$ cat src/rtl/rrtt_pkg.sv
// ----------------------------------------------------------------------------
// rrtt_pkg
// Shared types and constants for the round-robin task table.
// ----------------------------------------------------------------------------
package rrtt_pkg;

  localparam int MAX_TASKS_DEF = 16;
  localparam logic [31:0] ADOPTIVE_PID = 32'd1;
  localparam int IN_W  = 72;
  localparam int OUT_W = 136;

  typedef logic [2:0] op_t;
  localparam op_t OP_CREATE  = 3'd0;
  localparam op_t OP_DESTROY = 3'd1;
  localparam op_t OP_SCHED   = 3'd2;
  localparam op_t OP_SWITCH  = 3'd3;
  localparam op_t OP_EXIT    = 3'd4;
  localparam op_t OP_FIND    = 3'd5;

  typedef logic [1:0] status_t;
  localparam status_t ST_OK      = 2'd0;
  localparam status_t ST_MISS    = 2'd1;
  localparam status_t ST_FULL    = 2'd2;
  localparam status_t ST_NO_CUR  = 2'd3;

  typedef logic [1:0] mode_t;
  localparam mode_t MODE_READY   = 2'd0;
  localparam mode_t MODE_RUNNING = 2'd1;
  localparam mode_t MODE_ZOMBIE  = 2'd2;

  typedef enum logic [3:0] {
    CMD_NONE,
    CMD_LATCH,
    CMD_SCAN_NEXT,
    CMD_CREATE,
    CMD_WALK_HEAD,
    CMD_STEP,
    CMD_DESTROY,
    CMD_SWITCH,
    CMD_FIND,
    CMD_EXIT_MARK,
    CMD_REPARENT,
    CMD_SCHED_START,
    CMD_SCHED_SELF,
    CMD_MAKE_CUR,
    CMD_OUT
  } cmd_e_t;

  typedef struct packed {
    cmd_e_t  cmd;
    logic    set_status;
    status_t status;
  } ctrl_cmd_t;

  typedef struct packed {
    op_t  op;
    logic hit;
    logic runnable;
    logic wrap;
    logic free;
    logic last_slot;
    logic present;
    logic nonempty;
    logic is_cur;
    logic out_free;
  } dp_sts_t;

endpackage

$ cat src/rtl/rrtt_ctrl.sv
// ----------------------------------------------------------------------------
// rrtt_ctrl
// Operation sequencer: dispatch, ring walks and result hand-off.
// ----------------------------------------------------------------------------
module rrtt_ctrl #(
  parameter int MAX_TASKS = rrtt_pkg::MAX_TASKS_DEF
) (
  input  logic                clk,
  input  logic                rst_n,
  input  logic                in_tvalid,
  output logic                in_tready,
  input  rrtt_pkg::dp_sts_t   sts,
  output rrtt_pkg::ctrl_cmd_t cmd
);
  import rrtt_pkg::*;

  localparam int NW = $clog2(MAX_TASKS);
  localparam logic [NW-1:0] N_LAST = NW'(MAX_TASKS - 1);

  typedef enum logic [3:0] {
    S_IDLE, S_DISPATCH, S_SCAN, S_LOOK, S_REP_INIT, S_REPARENT,
    S_SCHED_ENTRY, S_SCHED, S_FINISH
  } state_t;

  state_t        state_r, state_nxt;
  logic [NW-1:0] n_r, n_nxt;

  assign in_tready = (state_r == S_IDLE);

  always_comb begin
    state_nxt = state_r;
    n_nxt     = n_r;
    cmd       = '{cmd: CMD_NONE, set_status: 1'b0, status: ST_OK};
    unique case (state_r)
      S_IDLE: begin
        if (in_tvalid) begin
          cmd.cmd   = CMD_LATCH;
          state_nxt = S_DISPATCH;
        end
      end
      S_DISPATCH: begin
        n_nxt = '0;
        case (sts.op)
          OP_CREATE: state_nxt = S_SCAN;
          OP_DESTROY, OP_SWITCH, OP_FIND: begin
            if (!sts.nonempty) begin
              cmd.set_status = 1'b1;
              cmd.status     = ST_MISS;
              state_nxt      = S_FINISH;
            end else begin
              cmd.cmd   = CMD_WALK_HEAD;
              state_nxt = S_LOOK;
            end
          end
          OP_SCHED: state_nxt = S_SCHED_ENTRY;
          OP_EXIT: begin
            if (!sts.present) begin
              cmd.set_status = 1'b1;
              cmd.status     = ST_NO_CUR;
              state_nxt      = S_FINISH;
            end else begin
              cmd.cmd   = CMD_EXIT_MARK;
              state_nxt = S_REP_INIT;
            end
          end
          default: state_nxt = S_FINISH;
        endcase
      end
      S_SCAN: begin
        if (sts.free) begin
          cmd.cmd   = CMD_CREATE;
          state_nxt = S_FINISH;
        end else if (sts.last_slot) begin
          cmd.set_status = 1'b1;
          cmd.status     = ST_FULL;
          state_nxt      = S_FINISH;
        end else begin
          cmd.cmd = CMD_SCAN_NEXT;
        end
      end
      S_LOOK: begin
        if (sts.hit) begin
          case (sts.op)
            OP_DESTROY: cmd.cmd = CMD_DESTROY;
            OP_SWITCH:  cmd.cmd = CMD_SWITCH;
            default:    cmd.cmd = CMD_FIND;
          endcase
          state_nxt = S_FINISH;
        end else if (sts.wrap || n_r == N_LAST) begin
          cmd.set_status = 1'b1;
          cmd.status     = ST_MISS;
          state_nxt      = S_FINISH;
        end else begin
          cmd.cmd = CMD_STEP;
          n_nxt   = n_r + 1'b1;
        end
      end
      S_REP_INIT: begin
        n_nxt = '0;
        if (sts.nonempty) begin
          cmd.cmd   = CMD_WALK_HEAD;
          state_nxt = S_REPARENT;
        end else begin
          state_nxt = S_SCHED_ENTRY;
        end
      end
      S_REPARENT: begin
        cmd.cmd = CMD_REPARENT;
        if (sts.wrap || n_r == N_LAST) state_nxt = S_SCHED_ENTRY;
        else n_nxt = n_r + 1'b1;
      end
      S_SCHED_ENTRY: begin
        n_nxt = '0;
        if (sts.nonempty) begin
          cmd.cmd   = CMD_SCHED_START;
          state_nxt = S_SCHED;
        end else begin
          state_nxt = S_FINISH;
        end
      end
      S_SCHED: begin
        if (sts.runnable) begin
          cmd.cmd   = (sts.present && sts.is_cur) ? CMD_SCHED_SELF : CMD_MAKE_CUR;
          state_nxt = S_FINISH;
        end else if (n_r == N_LAST) begin
          state_nxt = S_FINISH;
        end else begin
          cmd.cmd = CMD_STEP;
          n_nxt   = n_r + 1'b1;
        end
      end
      S_FINISH: begin
        if (sts.out_free) begin
          cmd.cmd   = CMD_OUT;
          state_nxt = S_IDLE;
        end
      end
      default: state_nxt = S_IDLE;
    endcase
  end

  always_ff @(posedge clk) begin
    if (!rst_n) begin
      state_r <= S_IDLE;
      n_r     <= '0;
    end else begin
      state_r <= state_nxt;
      n_r     <= n_nxt;
    end
  end

endmodule

$ cat src/rtl/rrtt_dp.sv
// ----------------------------------------------------------------------------
// rrtt_dp
// Task slot tables, ring links, walk pointer and result register.
// ----------------------------------------------------------------------------
module rrtt_dp #(
  parameter int MAX_TASKS = rrtt_pkg::MAX_TASKS_DEF
) (
  input  logic                        clk,
  input  logic                        rst_n,
  input  logic [rrtt_pkg::IN_W-1:0]   in_tdata,
  input  rrtt_pkg::ctrl_cmd_t         cmd,
  output rrtt_pkg::dp_sts_t           sts,
  output logic                        out_tvalid,
  input  logic                        out_tready,
  output logic [rrtt_pkg::OUT_W-1:0]  out_tdata
);
  import rrtt_pkg::*;

  localparam int IW = $clog2(MAX_TASKS);
  typedef logic [IW-1:0] idx_t;

  logic        used_r   [MAX_TASKS];
  logic [31:0] pid_r    [MAX_TASKS];
  logic [31:0] parent_r [MAX_TASKS];
  mode_t       mode_r   [MAX_TASKS];
  logic [31:0] code_r   [MAX_TASKS];
  idx_t        next_r   [MAX_TASKS];
  idx_t        prev_r   [MAX_TASKS];
  idx_t        head_r, cur_r, s_r;
  logic        nonempty_r, present_r;
  logic [31:0] ctr_r;

  op_t         op_r;
  logic [31:0] tpid_r, xval_r, me_r;
  status_t     status_r;
  logic [31:0] rpid_r, fparent_r, fexit_r;
  mode_t       fstate_r;
  logic        sw_r;

  logic               out_valid_r;
  logic [OUT_W-1:0]   out_data_r;

  idx_t        nx, pv, tail;
  logic [31:0] run_pid;

  assign nx      = next_r[s_r];
  assign pv      = prev_r[s_r];
  assign tail    = prev_r[head_r];
  assign run_pid = present_r ? pid_r[cur_r] : 32'd0;

  assign sts.op        = op_r;
  assign sts.hit       = (pid_r[s_r] == tpid_r);
  assign sts.runnable  = (mode_r[s_r] == MODE_READY) || (mode_r[s_r] == MODE_RUNNING);
  assign sts.wrap      = (nx == head_r);
  assign sts.free      = !used_r[s_r];
  assign sts.last_slot = (s_r == IW'(MAX_TASKS - 1));
  assign sts.present   = present_r;
  assign sts.nonempty  = nonempty_r;
  assign sts.is_cur    = (s_r == cur_r);
  assign sts.out_free  = !out_valid_r || out_tready;

  assign out_tvalid = out_valid_r;
  assign out_tdata  = out_data_r;

  always_ff @(posedge clk) begin
    if (!rst_n) begin
      for (int i = 0; i < MAX_TASKS; i++) begin
        used_r[i]   <= 1'b0;
        pid_r[i]    <= 32'd0;
        parent_r[i] <= 32'd0;
        mode_r[i]   <= MODE_READY;
        code_r[i]   <= 32'd0;
        next_r[i]   <= '0;
        prev_r[i]   <= '0;
      end
      used_r[0]   <= 1'b1;
      used_r[1]   <= 1'b1;
      pid_r[0]    <= 32'd1;
      pid_r[1]    <= 32'd2;
      mode_r[1]   <= MODE_RUNNING;
      next_r[0]   <= IW'(1);
      prev_r[0]   <= IW'(1);
      head_r      <= IW'(1);
      cur_r       <= IW'(1);
      s_r         <= '0;
      nonempty_r  <= 1'b1;
      present_r   <= 1'b1;
      ctr_r       <= 32'd3;
      out_valid_r <= 1'b0;
    end else begin
      if (cmd.cmd == CMD_OUT) out_valid_r <= 1'b1;
      else if (out_tready) out_valid_r <= 1'b0;
      if (cmd.set_status) status_r <= cmd.status;
      case (cmd.cmd)
        CMD_LATCH: begin
          op_r      <= in_tdata[2:0];
          tpid_r    <= in_tdata[34:3];
          xval_r    <= in_tdata[66:35];
          s_r       <= '0;
          status_r  <= ST_OK;
          rpid_r    <= 32'd0;
          sw_r      <= 1'b0;
          fstate_r  <= MODE_READY;
          fparent_r <= 32'd0;
          fexit_r   <= 32'd0;
        end
        CMD_SCAN_NEXT: s_r <= s_r + 1'b1;
        CMD_CREATE: begin
          used_r[s_r]   <= 1'b1;
          pid_r[s_r]    <= ctr_r;
          ctr_r         <= ctr_r + 32'd1;
          parent_r[s_r] <= run_pid;
          mode_r[s_r]   <= MODE_READY;
          code_r[s_r]   <= 32'd0;
          rpid_r        <= ctr_r;
          if (!nonempty_r) begin
            head_r      <= s_r;
            next_r[s_r] <= s_r;
            prev_r[s_r] <= s_r;
            nonempty_r  <= 1'b1;
          end else begin
            next_r[tail]   <= s_r;
            prev_r[s_r]    <= tail;
            next_r[s_r]    <= head_r;
            prev_r[head_r] <= s_r;
          end
        end
        CMD_WALK_HEAD: s_r <= head_r;
        CMD_STEP:      s_r <= nx;
        CMD_DESTROY: begin
          next_r[s_r] <= '0;
          prev_r[s_r] <= '0;
          if (nx == s_r) begin
            nonempty_r <= 1'b0;
          end else begin
            next_r[pv] <= nx;
            prev_r[nx] <= pv;
            if (head_r == s_r) head_r <= nx;
          end
          used_r[s_r] <= 1'b0;
          if (present_r && cur_r == s_r) begin
            present_r <= 1'b0;
            sw_r      <= 1'b1;
          end
        end
        CMD_SWITCH, CMD_MAKE_CUR: begin
          if (!(cmd.cmd == CMD_SWITCH && present_r && cur_r == s_r)) begin
            if (present_r && mode_r[cur_r] == MODE_RUNNING) mode_r[cur_r] <= MODE_READY;
            mode_r[s_r] <= MODE_RUNNING;
            cur_r       <= s_r;
            present_r   <= 1'b1;
            sw_r        <= 1'b1;
          end
        end
        CMD_FIND: begin
          rpid_r    <= pid_r[s_r];
          fstate_r  <= mode_r[s_r];
          fparent_r <= parent_r[s_r];
          fexit_r   <= code_r[s_r];
        end
        CMD_EXIT_MARK: begin
          code_r[cur_r] <= xval_r;
          mode_r[cur_r] <= MODE_ZOMBIE;
          me_r          <= pid_r[cur_r];
        end
        CMD_REPARENT: begin
          if (parent_r[s_r] == me_r) parent_r[s_r] <= ADOPTIVE_PID;
          s_r <= nx;
        end
        CMD_SCHED_START: s_r <= present_r ? next_r[cur_r] : head_r;
        CMD_SCHED_SELF:  mode_r[s_r] <= MODE_RUNNING;
        CMD_OUT: begin
          out_data_r  <= {3'b000, fexit_r, fparent_r, fstate_r, sw_r, run_pid,
                          rpid_r, status_r};
        end
        default: ;
      endcase
    end
  end

endmodule

$ cat src/rtl/round_robin_task_table.sv
// ----------------------------------------------------------------------------
// round_robin_task_table
// Task table with a circular task ring: create, destroy, schedule, switch,
// exit and find operations, one result word per input word.
// ----------------------------------------------------------------------------
// Walks: ring walks and the create slot scan visit one entry per cycle in
//   the sequencer's walk loop.
// Throughput: one word at a time; next word accepted once the result is
//   handed to the output register.
// Reset: synchronous active-low; idle pid 1 ready, boot pid 2 running.
// ----------------------------------------------------------------------------
module round_robin_task_table #(
  parameter int MAX_TASKS = rrtt_pkg::MAX_TASKS_DEF
) (
  input  logic                        clk,
  input  logic                        rst_n,
  input  logic                        in_tvalid,
  output logic                        in_tready,
  // op[2:0], target_pid[34:3], exit_value[66:35], zero fill
  input  logic [rrtt_pkg::IN_W-1:0]   in_tdata,
  output logic                        out_tvalid,
  input  logic                        out_tready,
  // status[1:0], result_pid[33:2], running_pid[65:34], switched[66],
  // found_state[68:67], found_parent[100:69], found_exit[132:101], zero fill
  output logic [rrtt_pkg::OUT_W-1:0]  out_tdata
);
  import rrtt_pkg::*;

  ctrl_cmd_t cmd;
  dp_sts_t   sts;

  rrtt_ctrl #(.MAX_TASKS(MAX_TASKS)) u_ctrl (
    .clk       (clk),
    .rst_n     (rst_n),
    .in_tvalid (in_tvalid),
    .in_tready (in_tready),
    .sts       (sts),
    .cmd       (cmd)
  );

  rrtt_dp #(.MAX_TASKS(MAX_TASKS)) u_dp (
    .clk        (clk),
    .rst_n      (rst_n),
    .in_tdata   (in_tdata),
    .cmd        (cmd),
    .sts        (sts),
    .out_tvalid (out_tvalid),
    .out_tready (out_tready),
    .out_tdata  (out_tdata)
  );

endmodule
$ cat config.mk
export PLATFORM = sky130hd
export DESIGN_NAME = round_robin_task_table
export DESIGN_NICKNAME = d
export VERILOG_FILES = /design/src/rtl/rrtt_pkg.sv /design/src/rtl/rrtt_ctrl.sv /design/src/rtl/rrtt_dp.sv /design/src/rtl/round_robin_task_table.sv
export SDC_FILE = /design/constraint.sdc
export NUM_CORES = 2
export LEC_CHECK = 0
export BUFFER_PORTS_ARGS = -buffer_cell sky130_fd_sc_hd__buf_2
export CORE_MARGIN = 8
export CORE_UTILIZATION = 40
export CTS_BUF_LIST = sky130_fd_sc_hd__clkbuf_8 sky130_fd_sc_hd__clkbuf_16
export DETAILED_ROUTE_END_ITERATION = 6
export PLACE_DENSITY = 0.58
export SYNTH_ARGS = -nofsm -noshare
export SYNTH_HDL_FRONTEND = slang
export SYNTH_SLANG_ARGS = --single-unit
export TNS_END_PERCENT = 5
$ cat constraint.sdc
create_clock -name clk -period 10.3 [get_ports clk]
set_clock_uncertainty 0.15 [all_clocks]
set_input_delay 1.545 -clock clk [delete_from_list [all_inputs] [get_ports clk]]
set_output_delay 1.545 -clock clk [all_outputs]
set_load 0.02 [all_outputs]
==> flow_summary_export.csv <==
group,metric,value,unit
power,ir_worst_vdd,0.166,mV
clock_tree,numCtsBuffers,225,
setup_path,crit_fanout,54,
clock_tree,cts_setup_buffers,0,
die,initial_core_util,0.400,
setup_path,critPathBufInv,1,
setup_path,critPathKind,"reg -> reg",
placed_design,globalplace.congestion,0.880,
run,drv_cap,0,
timing,min_period,7.56,ns
placed_design,pre_cts_slack,2.95,ns
timing,setup_viol,0,
global_routing,antenna_found_initial,23,
setup_path,r2r_end,"u_dp.next_r[8][3]$_DFFE_PP_",
routing,vias_per_cell,6.08,
routing,dr.pass1.iters,6,
clock_tree,htree_levels,4,
setup_path,cp_common_cell,"mux2i_1",
global_routing,grt_max_degree,165,
final_layout,area_growth,12.1,%
placed_design,hpwl,189,mm
global_routing,grt_pass1_wl,467,mm
timing,fmax,0.132,GHz
clock_tree,postCtsHoldBufs,0,
timing,rsz0062_at_grt,"false",
timing,slew_violations,0,
final_layout,drive_above_1_share,0.223,
timing,worst-slew-pin-transition,1.31,ns
power,leakagePower,39.1,nW
clock_tree,cts_resized,0,
global_routing,grt_overflow_total,0,
placed_design,port_buffers,205,
setup_path,crit_cells,12,
clock_tree,cts_tree,"yes",
setup_path,cp-end-kind,"flip-flop",
setup_path,crit_required,10.74,ns
routing,num_vias,62800,
clock_tree,clockBufferDepth,3,
setup_path,slowest_stage,"buf_4",
worst_hold_path,hold_path.class,"reg -> reg",
routing,drc,0,
synthesis,ys_warn_count,0,
die,core-area,248000,sq um
setup_path,startpoint_type,"flip-flop",
synthesis,syn_area,99200,sq um
synthesis,netlist_top_cells_area,"edfxtp_1 61%, mux4_2 14%, and2_1 3.7%",
setup_path,reg2reg_slack,2.74,ns
routing,final_antenna_net_count,0,
timing,slew_headroom,0.126,
setup_path,ff2ff_path_depth,12,
die,die-area,264000,sq um
routing,drt_iter0_markers,8444,
timing,fin_crit_sh,0.734,
synthesis,synth_edf_count,2013,
setup_path,path_cells,"buf_4, mux2i_1, a22o_1, a221oi_1, mux2i_1, or4_1, nor4_1, and4_4, nand4_2, o32a_1, nor2b_1, or2_2",
timing,final_hold_viol_count,0,
synthesis,yosysSeqAreaShare,0.629,
setup_path,cp_top_family,"simple AND/OR/NAND/NOR gates",
timing,tns,0,ns
synthesis,async_reset_ff_frac,0,
setup_path,critPathArrivalTime,8.00,ns
synthesis,ys_ff_latch,2112,
power,power.density,184,nW/um^2
global_routing,grt_pass1_vias,63000,
routing,wire_per_inst,32.0,microns
clock_tree,clockRootBuffer,"clkbuf_16",
synthesis,synth.top_cells.by_count,"2013 x edfxtp_1, 862 x nor2_1, 623 x mux4_2",
setup_path,slowest_delay,0.86,ns
synthesis,synth_top_area_share,0.609,
die,rows,183,
setup_path,crit_end,"u_dp.next_r[8][3]$_DFFE_PP_",
clock_tree,clkLatencyLatePin,0.89,ns
synthesis,yosysMostFrequentCell,"edfxtp_1",
die,die_h,514,microns
synthesis,ys_types,88,
timing,worst_slack,2.74,ns
synthesis,synth_top_flop_cell,"edfxtp_1",
clock_tree,cts.sinks,2112,
outcome,status,"complete, no violations",
synthesis,syn_avg_cell_area,14.6,sq um
synthesis,synthCells,6810,
clock_tree,clkTransAtPathRegs,0.06,ns
synthesis,synth_top_area_cell,"edfxtp_1",
routing,drt-total-wl,331,mm
die,die_x,514,microns
die,io_pins,214,
final_layout,fin_nets,6883,
global_routing,grt.total_usage,0.243,
final_layout,final_util,0.449,
==> through the flow <==
step,total power [W],instance area [sq um],instances,hold WS (ns)
after global routing,0.0210,111000,10300,0.256
final,0.0204,111000,10300,0.252
after CTS,0.0205,111000,10300,0.251
after detailed placement,0.0127,104000,9904,0.255
after floorplan,0.0118,99200,6812,0.250
after global placement,0.0127,104000,9904,0.251
==> flip-flops by register name, summed over array words and instances (netlist names), 16 cells and up, named ones only <==
name,count
u_dp.code_r,512
u_dp.parent_r,512
u_dp.pid_r,512
u_dp.out_tdata,133
u_dp.next_r,64
u_dp.prev_r,64
u_dp.ctr_r,32
u_dp.fexit_r,32
u_dp.fparent_r,32
u_dp.me_r,32
u_dp.mode_r,32
u_dp.rpid_r,32
u_dp.tpid_r,32
u_dp.xval_r,32
u_dp.used_r,16
==> layer usage <==
metal | GRT usage | vias up | wire length, microns
met3 | 0.0496 | 681 | 33700
met2 | 0.387 | 3691 | 153000
li1 | - | 25800 | -
met5 | 0 | - | 71
met1 | 0.334 | 32700 | 130000
met4 | 0.0880 | 10 | 13400
==> how the worst min path moves through the flow <==
stage,end,startpoint,slack [ns],cells past startpoint
floorplan,u_dp.out_tdata[0]$_DFFE_PP_,u_dp.status_r[0]$_SDFFCE_PN0P_,0.25,0
global placement,u_dp.out_tdata[11]$_DFFE_PP_,u_dp.rpid_r[9]$_DFFE_PP_,0.25,0
detailed placement,u_dp.out_tdata[8]$_DFFE_PP_,u_dp.rpid_r[6]$_DFFE_PP_,0.26,0
CTS,u_dp.out_tdata[90]$_DFFE_PP_,u_dp.fparent_r[21]$_SDFFCE_PP0P_,0.25,0
global route,u_dp.out_tdata[91]$_DFFE_PP_,u_dp.fparent_r[22]$_SDFFCE_PP0P_,0.26,0
finish,u_dp.out_tdata[91]$_DFFE_PP_,u_dp.fparent_r[22]$_SDFFCE_PP0P_,0.25,0
==> report_power, final <==
group / internal (W) / leakage [nW] / switching [W]
clock: 0.00433 / 3.68 / 0.00356
sequential: 0.00976 / 21.0 / 0.000224
combinational: 0.00102 / 14.4 / 0.00155
==> cell families (layout without fill, tap and decap cells) <==
kind of cell               after synthesis  count (layout)  share of synthesized area
AOI/OAI and AO/OA                      490             490                     0.0327
xor gates and xnor gates               115             115                     0.0102
and+or+nand+nor                       2436            2436                      0.123
buffers and inverters                  696             881                     0.0288
adders and majority gates                6               6                   0.000757
DFF                                   2112            2112                      0.629
muxes                                  954             954                      0.175
other                                    1               6                  0.0000378
==> layout make-up <==
| class | instances | area, sq um |
|---|---|---|
| Fill cell | 21900 | 137000 |
| Sequential cell | 2112 | 62500 |
| Multi-Input combinational cell | 4004 | 34700 |
| Clock buffer | 228 | 5670 |
| Tap cell | 3330 | 4170 |
| Timing Repair Buffer | 392 | 2490 |
| Clock inverter | 195 | 1470 |
| Inverter | 66 | 256 |
| Antenna cell | 3 | 7.51 |
==> worst reg2reg max path: cells and delay by family, from the launching register on <==
kind	cells	cell delay [ns]
flops	1	0.81
mux	2	0.47
compound gates	3	1.47
simple gates	6	3.54
buf+inv	1	0.87
==> cell usage in the layout, fill, tap and decap left out, drive strengths merged, types with 15 or more instances in the layout <==
cell type and count:
edfxtp 2013, nor2 864, mux4 623, and2 582, buf 392, and3 354
nand2 351, mux2i 278, clkbuf 228, o21ai 136, clkinv 127, a21oi 118
inv 117, dfxtp 99, xor2 69, nand3 58, mux2 53, xnor2 46
nor3 44, a22o 33, a22oi 30, nand2b 28, nor2b 26, nor4 26
or2 24, nand4 23, or3 23, o22ai 20, o221ai 18, a211oi 15
No activity file was read; power rests on OpenSTA's default activity.
